$ cat src/design/mtis_pkg.sv
// ============================================================================
// mtis_pkg: shared types and constants for the move table interval search
// Holds the table row layout, the action codes, the sequencer states and the
// result bundle of the shared compare/add/subtract unit.
// ============================================================================
`default_nettype none

package mtis_pkg;

    // Default sizing of the move table and of the step counter
    localparam int MTIS_TABLE_ROWS = 4096;
    localparam int MTIS_COUNT_BITS = 16;

    // Widths fixed by the ports
    localparam int PTR_W = 12;
    localparam int SUM_W = 10;

    // Action codes of an input transaction
    localparam logic [1:0] ACT_LOAD    = 2'd0;
    localparam logic [1:0] ACT_RESTART = 2'd1;
    localparam logic [1:0] ACT_EXTEND  = 2'd2;

    // One row of the move table as stored in memory
    typedef struct packed {
        logic [7:0]       head;
        logic [7:0]       len;
        logic [PTR_W-1:0] ptr;
        logic [7:0]       offs;
    } row_t;

    // Outputs of the shared compare/add/subtract unit
    typedef struct packed {
        logic             hit;     // row head equals the search symbol
        logic [7:0]       len_m1;  // effective run length minus one
        logic             ge;      // offset at or beyond the run length
        logic [SUM_W-1:0] rem;     // offset minus the run length
        logic [SUM_W-1:0] sum;     // offset plus the row's destination offset
    } alu_res_t;

    typedef enum logic [3:0] {
        ST_IDLE,
        ST_RST_RD,
        ST_CLAMP,
        ST_CLAMP_RD,
        ST_LO_ISSUE,
        ST_LO_CHK,
        ST_HI_ISSUE,
        ST_HI_CHK,
        ST_CHECK,
        ST_MAP_ISSUE,
        ST_MAP_PTR,
        ST_MAP_NORM,
        ST_RESP
    } state_t;

endpackage

`default_nettype wire

$ cat src/design/mtis_alu.sv
// ============================================================================
// mtis_alu: shared compare and arithmetic unit
// Checks a row head against the symbol and works the offset arithmetic of the
// pointer mapping and the run-length normalization.
// ============================================================================
`default_nettype none

module mtis_alu
    import mtis_pkg::*;
(
    input  wire row_t             row,
    input  wire logic [7:0]       sym,
    input  wire logic [SUM_W-1:0] off,
    output alu_res_t              res
);

    logic [7:0]       len_eff;
    logic [SUM_W-1:0] len_w;

    // A stored length of zero counts as one
    assign len_eff = (row.len == 8'd0) ? 8'd1 : row.len;
    assign len_w   = {{(SUM_W-8){1'b0}}, len_eff};

    assign res.hit    = (row.head == sym);
    assign res.len_m1 = len_eff - 8'd1;
    assign res.ge     = (off >= len_w);
    assign res.rem    = off - len_w;
    assign res.sum    = off + {{(SUM_W-8){1'b0}}, row.offs};

endmodule

`default_nettype wire

$ cat config.mk
export PLATFORM = sky130hd
export DESIGN_NAME = mtis_alu
export DESIGN_NICKNAME = d
export VERILOG_FILES = /design/src/design/mtis_pkg.sv /design/src/design/mtis_alu.sv
export SDC_FILE = /design/constraint.sdc
export NUM_CORES = 1
export LEC_CHECK = 0
export BUFFER_PORTS_ARGS = -buffer_cell sky130_fd_sc_hd__clkbuf_2
export CAP_MARGIN = 20
export CORE_AREA = 2 2 58 60
export DETAILED_ROUTE_END_ITERATION = 16
export DIE_AREA = 0 0 60 62
export GPL_ROUTABILITY_DRIVEN = 1
export PLACE_DENSITY = 0.7
export SLEW_MARGIN = 20
export SYNTH_ARGS = -nofsm -noshare
export SYNTH_HDL_FRONTEND = slang
export SYNTH_SLANG_ARGS = --single-unit
$ cat constraint.sdc
create_clock -name vclk -period 3.86
set_input_delay 0.772 -clock vclk [all_inputs]
set_output_delay 0.772 -clock vclk [all_outputs]
set_load 0.02 [all_outputs]
# After elaboration in Yosys (flattened, before gate mapping)
# Cells that the tools add are included.
[op_classes] add_sub_neg=3 n_lt_le_gt_ge=1 n_eq_ne=1 mux=1 reduce_logical=1
[ops] op="10-bit by 8-bit adder with 10-bit output" count=1
[ops] op="10-bit by 8-bit greater-or-equal comparator with 1-bit output" count=1
[ops] op="10-bit by 8-bit subtractor with 10-bit output" count=1
[ops] op="8-bit equality test" count=1
[ops] op="8-bit zero test" count=1
[ops] op="8-bit 2-to-1 mux" count=1
[ops] op="8-bit by 1-bit subtractor with 8-bit output (second input constant)" count=1
[word_totals] reg_bits=0 in_bits=54 output_inout_bits=30

# Depth between registers and ports, before layout
# Gate-level depths: netlist of run 1.
[logic_depth] ltp_word=3 ltp_mapped=12 ltp_nobuf=12

# Worst setup path before layout of run 1
# OpenSTA, ideal clock, no wires.
[synth_timing] path_kind="input -> output" startpoint="input port row[26] in the netlist's numbering" endpoint="output port res[18] in the netlist's numbering" arrival_time_ns=2.913 required_time_ns=3.088 path_slack_ns=0.175 stages=12 n_path_buf=0 path_cell_list="inv_1 -> nand4_1 -> nor2_1 -> a21o_1 -> ha_1 -> inv_1 -> fa_1 -> a21o_1 -> a21oi_2 -> o21ai_1 -> a31oi_1 -> xor2_1"
[synth_rtl] element="from (decl)" line="mtis_alu.sv:11" source="input wire row_t row,"
[synth_rtl] element="to (decl)" line="mtis_alu.sv:14" source="output alu_res_t res"

==> results of run 1 <==
layout make-up:
| class | count | area (um^2) |
|---|---|---|
| fillers | 334 | 1650 |
| well taps | 46 | 57.6 |
| repair buffers | 84 | 453 |
| inverters | 18 | 67.6 |
| multi-input cells | 119 | 950 |
final timing paths:
kind / cells past startpoint / to / from
min: 3 / res[23] / row[22]
max: 14 / res[18] / row[26]
cell usage after synthesis:
library cell	number
nand2_1	4
o21a_1	3
fa_1	2
o21ai_0	5
nand3_1	3
o2111ai_1	1
nor3_1	6
inv_1	18
nand4_1	4
a211oi_1	1
a21oi_2	1
a22o_1	1
o311ai_0	1
nor2b_1	1
nor4_1	1
o211ai_1	1
o21bai_1	2
or3_4	2
a21oi_1	6
xor2_1	4
nor2b_4	1
nor2_1	17
clkbuf_1	1
a21o_2	1
ha_1	17
o41ai_4	1
and3_1	1
o21ai_1	2
xnor2_1	21
nor2_2	1
a31oi_1	1
o41ai_1	1
o31a_1	1
a21o_1	5
metrics by stage:
| step | hold slack, ns | util, % |
|---|---|---|
| after global placement | 1.89 | 47.2 |
| final | 1.88 | 48.1 |
| after CTS | 1.89 | 47.2 |
| after global routing | 1.91 | 48.1 |
| after detailed placement | 1.89 | 47.2 |
| after floorplan | 1.67 | - |
critical path, delay by kind of cell:
family                     cells  cell delay, ns
AOI/OAI and AO/OA              5            0.86
adders and majority gates      2            0.52
buffers and inverters          4            0.37
and+or+nand+nor                2            0.25
xor gates and xnor gates       1            0.17
repair_timing:
item / in CTS / in global routing
setup endpoints to repair: 1 / 2
cloned: 0 / 0
pin swaps: 1 / 8
setup buffers: 0 / 1
gates resized for setup: 1 / 8
routing by layer:
metal	global-route usage (%)	routed length [um]	vias up
met5	0	0	-
met4	0	0	0
met3	0.414	164	0
met2	22.0	1210	51
met1	19.6	1320	533
li1	-	-	653
logic make-up (layout without fill, tap and decap cells):
| group | count (synthesis) | count (layout) | synth area share [%] |
|---|---|---|---|
| adders and majority gates | 19 | 19 | 25.2 |
| and+or+nand+nor | 41 | 41 | 20.9 |
| xor gates and xnor gates | 25 | 25 | 21.8 |
| AOI/OAI and AO/OA | 34 | 34 | 24.9 |
| buffers and inverters | 19 | 102 | 7.11 |
cell usage in the layout, fill, tap and decap left out, types with 2 or more instances in the layout:
cell type / count
nor2_1: 16
a21oi_1: 6
ha_1: 16
xor2_1: 4
xnor2_1: 21
clkbuf_2: 71
nor2_2: 2
buf_4: 13
inv_1: 17
nand3_1: 3
o21ai_0: 5
nor3_1: 6
nand4_1: 4
o21a_1: 3
or3_4: 2
o21bai_1: 2
a21o_1: 5
nand2_1: 4
power groups by stage:
| stage | combinational [uW] | clock [uW] | sequential (uW) |
|---|---|---|---|
| floorplan | 187 | 0 | 0 |
| global placement | 281 | 0 | 0 |
| detailed placement | 283 | 0 | 0 |
| CTS | 285 | 0 | 0 |
| global route | 318 | 0 | 0 |
| finish | 289 | 0 | 0 |
==> flow_metrics.tcl, run 1 <==
set metrics [dict create \
    status "completed" \
    die_area_um2 3720 \
    powerDensity_nw_per_um2 189 \
    ys_seq_area_share_pct 0 \
    worstPathMaxFanout 2 \
    yosysUniqueCellTypes 34 \
    synth_area_leader_cell "ha_1" \
    post-dp-hpwl_mm 2.37 \
    critPathSlowestCell "fa_2" \
    fmax_mhz 268 \
    yosysTopAreaCellShare_pct 21.2 \
    dr.pass1.iters 4 \
    yosys-top-cells-area "ha_1 (21%), xnor2_1 (18%), inv_1 (6.7%)" \
    drc_errors 0 \
    drive_above_1_share_pct 43.9 \
    fp.coreArea_um2 3180 \
    worstPathArrival_ns 2.95 \
    worst_slack_ns 0.134 \
    slew_violations 0 \
    hold_viol_final 0 \
    grt_antenna_before_repair 0 \
    path_cells "clkbuf_2 > inv_1 > nand4_1 > nor2_2 > a21o_1 > ha_2 > inv_1 > fa_2 > a21o_1 > a21oi_2 > o21ai_2 > a31oi_2 > xor2_1 > buf_4" \
    floorplan.initialDensity_pct 31.6 \
    overflow 0 \
    tightest_slew_ns 0.445 \
    initialDrtViolationCount 19 \
    dp_slack_ns 0.0168 \
    dr_total_vias 1237 \
    routed_wl_mm 2.69 \
    hold_buffers 0 \
    p_int_uw 124 \
    design_area_um2 1530 \
    syn_area_um2 1000 \
    seq_power_share_pct 0 \
    die_w_um 60 \
    switching_share_pct 57.1 \
    grt_pass1_vias 954 \
    diodes 0 \
    wl_per_cell_um 10.1 \
    die_y_um 62 \
    critical_path_class "in -> out" \
    pwr-share-clk_pct 0 \
    power.net_switching_uw 165 \
    grt_max_degree 8 \
    gp_congestion 0.792 \
    peakVddDrop_mv 0.0872 \
    p_comb_share_pct 100.0 \
    track_usage_pct 13.0 \
    fin_crit_ns 3.73 \
    dp.cells 266 \
    netlist_instances 138 \
    seq_area_um2 0 \
    max_stage_delay_ns 0.33 \
    syn2layout_area_growth_pct 52.2 \
    rows 21 \
    hold_path.class "in -> out" \
    crit_path_end_kind "output port" \
    period_share_pct 96.5 \
    grt_first_pass_wirelength_mm 3.89 \
    setup_viol 0 \
    instances_no_fill 267 \
    required_ns 3.09 \
    tns_ns 0 \
    synth.avg_cell_area_um2 7.27 \
    num-clock-buffers 0 \
    syn_nets 211 \
    placedInstanceArea_um2 1500 \
    nets 296 \
    drv_cap 0 \
    crit_path_start_kind "input pin" \
    seq_cells 0 \
    io_pins 84 \
    via_per_inst 4.63 \
    leakage_uw 0.000825 \
    p_total_uw 289 \
    ant_nets 0 \
    port_buffers 72 \
    yosysWarnings 0 \
    maxSlewHeadroom_pct 70.0 \
]
Note: power is estimated with default switching activity, not from simulation.
==> run 2: changes to the inputs <==
==> constraint.sdc (replaced) <==
create_clock -name vclk -period 3.86
set_input_delay 0.386 -clock vclk [all_inputs]
set_output_delay 0.386 -clock vclk [all_outputs]
set_load 0.02 [all_outputs]
==> run 2 against run 1 <==
Global-route usage is 0.86 points lower. Total power fell by 5.7%. Routed wire length decreased by 7.4%. Critical path depth did not move. Sequential cell count is the same. Worst setup slack better by 0.44 ns. Combinational power down 6%. Sequential share of layout area unchanged. Final cell count down 4.5%. Design area fell by 7.2%. Die area stayed put. Core utilization decreased by 3.5 points. Critical path type unchanged. Critical endpoint is now res[20]. Largest cell class unchanged. Largest power group unchanged. Highest routed layer unchanged.
==> flow_metrics.tcl, run 2 (synthesized netlist as in run 1, its figures left out) <==
set metrics [dict create \
    crit_path_end_kind "output port" \
    placedInstanceArea_um2 1420 \
    die_area_um2 3720 \
    hold_depth 3 \
    io_pins 84 \
    post_cts_buffers 0 \
    dr.pass1.iters 4 \
    worst_slack_ns 0.576 \
    layout.cells.most_common "clkbuf_2" \
    drc_errors 0 \
    setup_viol 0 \
    die_y_um 62 \
    drive_above_1_share_pct 37.8 \
    worstPathArrival_ns 2.90 \
    hold_path.class "in -> out" \
    grt_pass1_vias 941 \
    num-clock-buffers 0 \
    critical_path_class "in -> out" \
    floorplan.initialDensity_pct 31.6 \
    design_area_um2 1420 \
    via_per_inst 4.58 \
    n_fill_cell 346 \
    gp_congestion 0.786 \
    final_cell_mix "clkbuf_2 (72), xnor2_1 (21), inv_1 (18)" \
    grt_max_degree 8 \
    period_share_pct 85.1 \
    grt_antenna_before_repair 0 \
    worstPathMaxFanout 3 \
    status "completed" \
    rows 21 \
    final_util_pct 44.6 \
    wl_per_cell_um 9.77 \
    fin_crit_ns 3.28 \
    seq_cells 0 \
    postCtsResizedCells 0 \
    slew_violations 0 \
    die_w_um 60 \
    dp_slack_ns 0.609 \
    tns_ns 0 \
    fp.coreArea_um2 3180 \
    hold_buffers 0 \
    critPathSlowestCell "fa_1" \
    grt_first_pass_wirelength_mm 3.67 \
    crit_path_start_kind "input pin" \
    powerDensity_nw_per_um2 192 \
    initialDrtViolationCount 16 \
    fmax_mhz 305 \
    seq_area_um2 0 \
    leakage_uw 0.000768 \
    drv_cap 0 \
    routed_wl_mm 2.49 \
    path_cells "clkbuf_2 > inv_1 > nand4_1 > nor2_1 > a21o_1 > ha_1 > inv_1 > fa_1 > a21o_1 > a21oi_2 > o21ai_1 > a31oi_1 > o311ai_0 > clkbuf_2" \
    maxSlewHeadroom_pct 70.0 \
    port_buffers 72 \
    nets 284 \
    overflow 0 \
    rsz0062_at_grt "false" \
    post-dp-hpwl_mm 2.28 \
    hold_viol_final 0 \
    required_ns 3.47 \
    diodes 0 \
    peakVddDrop_mv 0.0910 \
    track_usage_pct 12.2 \
    syn2layout_area_growth_pct 41.3 \
    max_stage_delay_ns 0.39 \
    ant_nets 0 \
    dr_total_vias 1169 \
    tightest_slew_ns 0.444 \
]
## run 2: power by group
part / internal, uW / switching (uW) / total, uW
combinational: 112 / 160 / 272
clock: 0 / 0 / 0
sequential: 0 / 0 / 0
## run 2: layout make-up
class                           count  area [um^2]  area share, %
Inverter                           18         67.6           4.77
Multi-Input combinational cell    119          932           65.8
Tap cell                           46         57.6           4.06
Timing Repair Buffer               72          360           25.4
## run 2: layer usage
layer	track usage (%)	wire (um)	vias up
met5	0	0	-
met4	0	0	0
met3	0.414	206	0
met2	21.9	1080	51
met1	17.3	1210	490
li1	-	-	628
## run 2: final timing paths
kind / slack [ns] / to / startpoint
setup / recovery: 0.58 / res[20] / row[25]
hold / removal: 1.11 / res[23] / row[22]
## run 2: stage by stage
| step | instances | hold WS (ns) | power (uW) |
|---|---|---|---|
| 4_1_cts | 255 | 1.12 | 275 |
| 5_1_grt | 255 | 1.14 | 299 |
| 3_5_place_dp | 255 | 1.12 | 273 |
| 6_report | 255 | 1.11 | 272 |
| 3_3_place_gp | 255 | 1.12 | 271 |
| 2_1_floorplan | 138 | 0.900 | 187 |
## run 2: critical path: cells and delay by family
kind	cells	cell delay [ns]
AND/OR/NAND/NOR	2	0.31
adder cells (fa/ha/maj)	2	0.57
AO/OA/AOI/OAI	6	1.17
buffers and inverters	4	0.46
