File: config.mk
export PLATFORM = sky130hd
export DESIGN_NAME = mtis_ram
export DESIGN_NICKNAME = d
export VERILOG_FILES = /design/src/design/mtis_ram.sv
export SDC_FILE = /design/constraint.sdc
export NUM_CORES = 1
export LEC_CHECK = 0
export CAP_MARGIN = 25
export CORE_ASPECT_RATIO = 1.25
export CORE_MARGIN = 2
export CORE_UTILIZATION = 55
export DETAILED_ROUTE_END_ITERATION = 6
export DONT_BUFFER_PORTS = 1
export PLACE_DENSITY = 0.7
export SYNTH_ARGS = -nofsm -noshare
export SYNTH_HDL_FRONTEND = slang
export SYNTH_SLANG_ARGS = --single-unit
File: constraint.sdc
create_clock -name clk -period 3 [get_ports clk]
set_input_delay 0.3 -clock clk [delete_from_list [all_inputs] [get_ports clk]]
set_output_delay 0.3 -clock clk [all_outputs]
set_load 0.02 [all_outputs]
File: src/design/mtis_ram.sv
// ============================================================================
// mtis_ram: generic simple dual-port RAM
// One write port, one read port with registered read data.
// ============================================================================
`default_nettype none

module mtis_ram #(
    parameter int WIDTH = 8,
    parameter int DEPTH = 16
) (
    input  wire logic                     clk,
    input  wire logic                     we,
    input  wire logic [$clog2(DEPTH)-1:0] waddr,
    input  wire logic [WIDTH-1:0]         wdata,
    input  wire logic [$clog2(DEPTH)-1:0] raddr,
    output logic      [WIDTH-1:0]         rdata
);

    logic [WIDTH-1:0] mem [DEPTH];

    always_ff @(posedge clk)
    begin
        if (we)
        begin
            mem[waddr] <= wdata;
        end
        rdata <= mem[raddr];
    end

endmodule

`default_nettype wire

# After elaboration in Yosys (flattened, before gate mapping)
# Memory sizes are Yosys's and may differ from the RTL's. A register that Yosys moved wholly into a read port is not among the register bits.
# Cells that the tools add are included.
dict set report word_totals {
  reg_bits 0
  latchBits 0
  mem_bits_rw 128
  mem_bits_ro 0
  inputBits 18
  out_inout_bits 8
  elab_cells 3
  mem_count 1
}
dict set report classes {
  addsub 0
  n_mul 0
  div 0
  magnitude_cmp 0
  n_eq_ne 0
  shifts 0
  n_mux 2
  bitwise_logic 0
  reduce_logical 0
}
# name words width read_ports rd_ports_with_merged_regs wr line
set mem_list {}
lappend mem_list {mem 16 8 1 1 1 19} ;# logic [WIDTH-1:0] mem [DEPTH];
# operator count
set ops {}
lappend ops {{two-way mux 1 bit} 2}

# Depth between registers and ports, before layout
# Gate-level depths: netlist of run 1.
dict set report depth {
  word_depth 2
  ltp_mapped 5
  mapped_depth_nobuf 3
}

# Worst setup path after synthesis of run 1
# OpenSTA, ideal clock, no wires.
dict set report synth_path {
  path_type {input-to-reg}
  startpoint {input waddr[2]}
  endpoint {memory mem[0][0] (enable)}
  setup_ns 0.383
  arrival_time_ns 1.410
  t_required_ns 2.617
  slack_ns 1.207
  path_stages 2
  path_buffers 0
  path_cell_list {or3b_2 > nor3_1}
}
# element line
set synth_rtl {}
lappend synth_rtl {{start, declared} 13} ;# input wire logic [$clog2(DEPTH)-1:0] waddr,
lappend synth_rtl {{end, declared} 19}
# Straight into the memory's write port.

==> results.yml, run 1 <==
routing:
  antenna_left: 0
  vias: 2320
  drt-total-wl_um: 9550
  drc: 0
  wl_per_cell_um: 24.7
  initialDrtViolationCount: 215
  drt-pass1-iter-count: 4
  vias_per_cell: 6.01
worst_setup_path:
  path_max_fanout: 1
  path_class: "flip-flop to flip-flop"
  cpPeakStageDelay_ps: 550
  end_kind: "flip-flop"
  crit_path_top_delay_cell: "mux4_1"
  critPathRequiredTime_ps: 3270
  crit_chain: "mux4_1 > a22oi_1 > nand2_1"
  crit_arrival_ps: 1730
  start_kind: "flip-flop"
placed_design:
  place_ws_ps: 1240
  postPlaceCellArea_sq_um: 5250
  gp_congestion: 0.744
  dp.cells: 346
  dp_hpwl_um: 5730
  port_buffers: 0
sta:
  slew_headroom_pct: 46.4
  fin_setup_tns_ps: 0
  post-route-period-util_pct: 48.7
  skew_ps: 3.50
  whs_ps: 179
  rsz0062_at_grt: "false"
  worst_slew_pin_slew_ps: 800
  fmax_mhz: 685
  period_minus_slack_ps: 1460
  slew_viol_final: 0
  setup_ws_ps: 1540
  hold_viol_final: 0
  setup_violations: 0
final_layout:
  antenna_cells: 0
  final_cell_count_no_fill: 386
  final_area_sq_um: 5860
  finish.utilization_pct: 64.3
  layout-drive-gt1-share_pct: 19.4
  nets: 268
  area_delta_synth_final_pct: 13.9
floorplan:
  core_sq_um: 9130
  initial_core_util_pct: 56.4
  ios: 26
  die_h_um: 112
  placementRows: 39
  die_w_um: 90.5
  dieArea_sq_um: 10200
global_route:
  grt_pass1_wl_um: 14200
  grt_max_degree: 33
  antenna_found_initial: 0
  track_usage_pct: 20.4
  first_global_vias: 2407
  gr-total-overflow: 0
outcome:
  outcome: "finished clean"
run:
  drv_cap: 0
clock_tree:
  htreeDepth: 4
  clkTransAtPathRegs_ps: 50
  cts_repair_resize_count: 0
  cts_setup_buffers: 0
  insertion_delay_ps: 410
  cts_buffers: 17
  cts_root_buffer: "clkbuf_16"
  clock-sinks: 136
  cts_tree: "yes"
  hold_buffers: 8
  cts.path.max_buffers: 2
logic_synthesis:
  synth_edf_count: 128
  syn_area_sq_um: 5150
  synthCells: 229
  synthFlopType: "edfxtp_1"
  synth_cell_types: 19
  synth.area.top_cells: "edfxtp_1 (75%), mux4_2 (7.9%), mux4_1 (7.1%), dfxtp_1 (3.1%), a22oi_1 (2.3%)"
  yosysTopAreaCell: "edfxtp_1"
  synthArstFlopShare_pct: 0
  ys_seq_elements: 136
  avgSynthCellArea_sq_um: 22.5
  ys_warn_count: 0
  synth_top_area_share_pct: 74.7
  syn_nets: 247
  yosysMostFrequentCell: "edfxtp_1"
  yosysSeqAreaShare_pct: 77.8
  synthTopCellsByCount: "edfxtp_1 (128), mux4_2 (18), a22oi_1 (16)"
pwr:
  p_leak_nw: 1.92
  p_per_area_nw_per_um2: 707
  ir_worst_vdd_v: 0.000462
  power.total_mw: 4.14
hold_path:
  holdCritPathClass: "input port to flip-flop"
-- area by class of cell --
cell class,count,area [sq um]
fill,632,3260
sequential,136,4000
clock buffer,24,493
timing repair buffer,12,110
tap,123,154
multi-input combinational,83,1060
clock inverter,8,45.0
-- logic make-up (layout without fill, tap and decap cells) --
group,Yosys count,in the layout,share of synthesized area [%]
buffers and inverters,10,44,1.68
and+or+nand+nor,35,35,3.18
AOI/OAI and AO/OA,16,16,2.33
DFF,136,136,77.8
muxes,32,32,15.0
-- critical path: cells and delay by family, from the launching register on --
kind,cells,cell delay [ps]
AO/OA/AOI/OAI,1,260
multiplexers,1,550
flip-flops,1,360
AND/OR/NAND/NOR,1,150
-- registers in the layout, indices dropped and copies added, names as in the netlist --
signal	flops
mem	128
rdata	8
-- final timing paths --
path / start / endpoint / slack [ps] / cells after the start
worst max-delay path: mem[8][4] / rdata[4] / 1540 / 3
worst min-delay path: raddr[1] / rdata[1] / 180 / 3
worst max register to register: mem[8][4] / rdata[4] / 1540 / 3
worst min register to register: mem[12][1] / rdata[1] / 680 / 3
-- report_power, final --
| part | internal [mW] | leakage, nW | total, mW | switching (mW) |
|---|---|---|---|---|
| Combinational | 0.0683 | 0.424 | 0.149 | 0.0806 |
| Clock | 1.14 | 0.273 | 1.84 | 0.701 |
| Sequential | 2.13 | 1.22 | 2.16 | 0.0283 |
| Total | 3.34 | 1.92 | 4.14 | 0.809 |
-- per-layer routing --
layer	vias to the layer above	track usage (%)	wire, um
met2	82	30.9	4800
met3	14	6.51	540
met4	0	8.31	156
met5	-	0	0
met1	1203	28.0	4050
li1	1021	-	-
-- cells in the final DEF, fill, tap and decap left out --
cell type	n
nor3_1	4
inv_4	1
nor2_1	13
clkinv_2	6
mux4_2	18
dfxtp_1	8
buf_4	4
a22oi_1	16
mux4_1	14
clkbuf_1	4
nand2_1	9
and2_1	1
dlygate4sd3_1	8
nor2b_1	1
clkbuf_16	18
clkbuf_8	2
or3b_2	1
nand3_1	1
nand2b_1	2
edfxtp_1	128
clkinv_4	1
nand3b_1	2
and2b_1	1
Power figures use the tool's default switching activity.
==> run 2: changes to the inputs <==
- clock period: 3 -> 1.4 ns (I/O delays scaled with it)
==> results.yml, run 2 (synthesized netlist as in run 1, its figures left out) <==
outcome:
  outcome: "finished clean"
clock_tree:
  cts_buffers: 17
  cts_tree: "yes"
  cts.path.max_buffers: 2
  cts_root_buffer: "clkbuf_16"
  clkTransAtPathRegs_ps: 50
  clock-sinks: 136
  insertion_delay_ps: 410
  htreeDepth: 4
global_route:
  antenna_found_initial: 0
  grt_pass1_wl_um: 14300
  grt_max_degree: 33
  first_global_vias: 2441
  gr-total-overflow: 0
  track_usage_pct: 20.0
sta:
  hold_viol_final: 0
  period_minus_slack_ps: 1370
  skew_ps: 7.27
  worst_slew_pin_slew_ps: 804
  slew_headroom_pct: 46.3
  setup_violations: 0
  slew_viol_final: 0
  fmax_mhz: 730
  rsz0062_at_grt: "false"
  post-route-period-util_pct: 97.9
routing:
  wl_per_cell_um: 23.2
  vias: 2367
  drt-pass1-iter-count: 4
  antenna_left: 0
  drc: 0
  vias_per_cell: 5.93
  initialDrtViolationCount: 202
  drt-total-wl_um: 9270
worst_setup_path:
  worstRegToRegCells: 3
  crit_arrival_ps: 1660
  start_kind: "flip-flop"
  end_kind: "flip-flop"
  critPathRequiredTime_ps: 1690
  path_class: "flip-flop to flip-flop"
  path_max_fanout: 1
pwr:
  p_per_area_nw_per_um2: 1550
  power.total_mw: 9.37
  p_leak_nw: 2.02
  ir_worst_vdd_v: 0.000893
placed_design:
  port_buffers: 0
  dp.cells: 359
  dp_hpwl_um: 5690
  gp_congestion: 0.729
final_layout:
  top_register: "mem"
  final_cell_count_no_fill: 399
  antenna_cells: 0
  largest_reg_flops: 128
  final_common_cell: "edfxtp_1"
  final_cell_mix: "edfxtp_1 (128), mux4_2 (18), clkbuf_16 (17), buf_4 (17), mux4_1 (14)"
  area_delta_synth_final_pct: 17.4
  reg_top3: "mem (128), rdata (8)"
  layout-drive-gt1-share_pct: 25.0
  nets: 281
floorplan:
  die_h_um: 112
  initial_core_util_pct: 56.4
  die_w_um: 90.5
  dieArea_sq_um: 10200
  ios: 26
  placementRows: 39
  core_sq_um: 9130
hold_path:
  holdCritPathClass: "input port to flip-flop"
  worstHoldPathCells: 3
run:
  drv_cap: 0
[run 2: cell types whose count changed in the layout (fill, tap and decap cells not counted), sizes merged]
cell,delta
inv,-1
buf,+13
clkbuf,-1
clkinv,-2
bufinv,+3
clkinvlp,+1
[run 2: timing repair]
action / in CTS / in global routing
cloned: 0 / 0
resized for setup: 2 / 1
setup endpoints to repair: 2 / 1
pin swaps: 0 / 0
hold buffers: 8 / 0
buffers inserted: 0 / 0
hold endpoints to repair: 128 / 0
[run 2: critical path, stage by stage, from the launching register on]
cell and delay [ps]:
edfxtp_1 380, mux4_1 580, a22oi_2 210, nand2_1 80
[run 2: final timing paths]
check	start	endpoint	slack, ps
max	mem[5][1]	rdata[1]	30
min	raddr[1]	rdata[1]	40
max reg2reg	mem[5][1]	rdata[1]	30
min reg2reg	mem[13][5]	rdata[5]	680
[run 2: power breakdown]
group          total, mW  internal, mW  leakage (nW)  switching [mW]
Clock               4.43          2.92         0.297            1.51
Sequential          4.62          4.56          1.22          0.0654
Combinational      0.317         0.157         0.497           0.159
Total               9.37          7.64          2.02            1.73
[run 2: metal layers]
layer / part of all wire (%) / vias up / track usage, %
li1: - / 1040 / -
met1: 40 / 1246 / 25.9
met2: 52 / 71 / 31.4
met3: 6.5 / 10 / 6.51
met4: 1.7 / 0 / 9.23
met5: 0 / - / 0
[run 2: layout make-up]
type | instances | area (sq um)
Sequential cell | 136 | 4000
Fill cell | 601 | 3080
Multi-Input combinational cell | 83 | 1080
Clock buffer | 23 | 478
Timing Repair Buffer | 25 | 208
Tap cell | 123 | 154
Clock inverter | 9 | 123
[run 2: through the flow]
step	setup TNS [ps]	utilization (%)	instance area (sq um)	worst slack [ps]	hold WS, ps
2_1_floorplan	-147	-	5150	-6.15	239
3_3_place_gp	0	58.6	5350	45.6	240
3_5_place_dp	-30.1	58.6	5350	-30.1	240
4_1_cts	0	66.2	6040	4.96	18.2
5_1_grt	0	66.2	6040	4.20	41.2
6_report	0	66.2	6040	29.9	43.0
==> run 3: changes to the inputs <==
- PLACE_DENSITY: 0.7 -> 0.69
==> results.yml, run 3 (synthesized netlist as in run 1, its figures left out) <==
outcome:
  outcome: "finished clean"
sta:
  worst_slew_pin_slew_ps: 807
  post-route-period-util_pct: 98.4
  skew_ps: 4.03
  hold_viol_final: 0
  period_minus_slack_ps: 1380
  setup_violations: 0
  fmax_mhz: 726
  rsz0062_at_grt: "false"
  slew_headroom_pct: 46.1
  fin_setup_tns_ps: 0
  slew_viol_final: 0
global_route:
  antenna_found_initial: 0
  gr-total-overflow: 0
  track_usage_pct: 21.0
  first_global_vias: 2517
  grt_max_degree: 33
  grt_pass1_wl_um: 14900
pwr:
  pwr-share-comb_pct: 3.4
  p_per_area_nw_per_um2: 1530
  power.total_mw: 9.22
  p_leak_nw: 2.00
  p_sw_mw: 1.75
  p_sw_share_pct: 18.9
  clkPwrFrac_pct: 46.4
  seqPwrFrac_pct: 50.2
  ir_worst_vdd_v: 0.00119
  intPower_mw: 7.47
placed_design:
  postPlaceCellArea_sq_um: 5350
  gp_congestion: 0.720
  port_buffers: 0
  dp.cells: 359
  dp_hpwl_um: 5770
final_layout:
  final_cell_mix: "edfxtp_1 (128), mux4_2 (18), clkbuf_16 (17), buf_4 (17), mux4_1 (14)"
  top_register: "mem"
  area_delta_synth_final_pct: 16.8
  nFillCells: 613
  multi_input_area_sq_um: 1080
  nets: 281
  seq_area_sq_um: 4000
  finish.utilization_pct: 65.9
  largest_reg_flops: 128
  final_common_cell: "edfxtp_1"
  reg_top3: "mem (128), rdata (8)"
  antenna_cells: 0
  final_area_sq_um: 6010
  layout-drive-gt1-share_pct: 23.6
  final_cell_count_no_fill: 399
worst_setup_path:
  path_class: "flip-flop to flip-flop"
  critPathRequiredTime_ps: 1690
  start_kind: "flip-flop"
  end_kind: "flip-flop"
  crit_arrival_ps: 1670
  path_max_fanout: 1
routing:
  drt-pass1-iter-count: 4
  drt-total-wl_um: 9610
  wl_per_cell_um: 24.1
  vias_per_cell: 5.95
  drc: 0
  initialDrtViolationCount: 223
  vias: 2373
  antenna_left: 0
clock_tree:
  cts_setup_buffers: 0
  cts_buffers: 17
  cts_root_buffer: "clkbuf_16"
  clkTransAtPathRegs_ps: 60
  cts_tree: "yes"
  clock-sinks: 136
  cts.path.max_buffers: 2
  insertion_delay_ps: 410
  htreeDepth: 4
run:
  drv_cap: 0
floorplan:
  placementRows: 39
  core_sq_um: 9130
  die_h_um: 112
  initial_core_util_pct: 56.4
  dieArea_sq_um: 10200
  die_w_um: 90.5
  ios: 26
hold_path:
  holdCritPathClass: "input port to flip-flop"
==> run 3: cell types whose count changed in the layout (fill, tap and decap cells not counted) <==
cell and change:
clkinv_1 +4, clkinv_2 -1, clkbuf_8 -3
==> run 3: final timing paths <==
kind / slack (ps) / endpoint / startpoint / cells past startpoint
worst min register to register: 670 / rdata[1] / mem[12][1] / 3
worst max-delay path: 20 / rdata[2] / mem[1][2] / 3
worst max register to register: 20 / rdata[2] / mem[1][2] / 3
worst min-delay path: 10 / rdata[1] / raddr[1] / 3
==> run 3: area by class of cell <==
| type | count | share of cell area [%] |
|---|---|---|
| flip-flops and latches | 136 | 66.6 |
| multi-input cells | 83 | 17.9 |
| clock buffers | 20 | 7.26 |
| repair buffers | 25 | 3.45 |
| well taps | 123 | 2.56 |
| clock inverters | 12 | 2.21 |
==> run 3: stage by stage <==
step                worst slack [ps]  hold slack [ps]
global route                    10.9             32.4
finish                          22.3             10.3
global placement                53.4              240
detailed placement             -21.7              240
floorplan                      -6.15              239
CTS                             14.9             9.43
==> run 3: layer usage <==
metal / wire [um] / track usage [%] / vias up / part of all wire (%)
li1: - / - / 1041 / -
met1: 3780 / 26.4 / 1213 / 39
met2: 4860 / 33.0 / 100 / 51
met3: 728 / 7.79 / 19 / 7.6
met4: 238 / 9.33 / 0 / 2.5
met5: 0 / 0 / - / 0
==> run 3: timing repair <==
action,4_1_cts,5_1_grt
gates resized for setup,1,2
endpoints found under the hold margin,128,0
endpoints found under the setup margin,1,2
hold buffers,8,0
==> run 3: worst max-delay path, cell delays in order, from the launching register on <==
cell and delay (ps):
edfxtp_1 370, mux4_1 540, a22oi_2 270, nand2_1 90
==> run 3: power by group through the flow <==
stage,Combinational (mW),Sequential (mW),Clock (mW)
floorplan,0.231,4.69,0
global placement,0.244,4.70,0
detailed placement,0.246,4.71,0
CTS,0.318,4.62,4.34
global route,0.342,4.63,4.53
finish,0.317,4.62,4.28
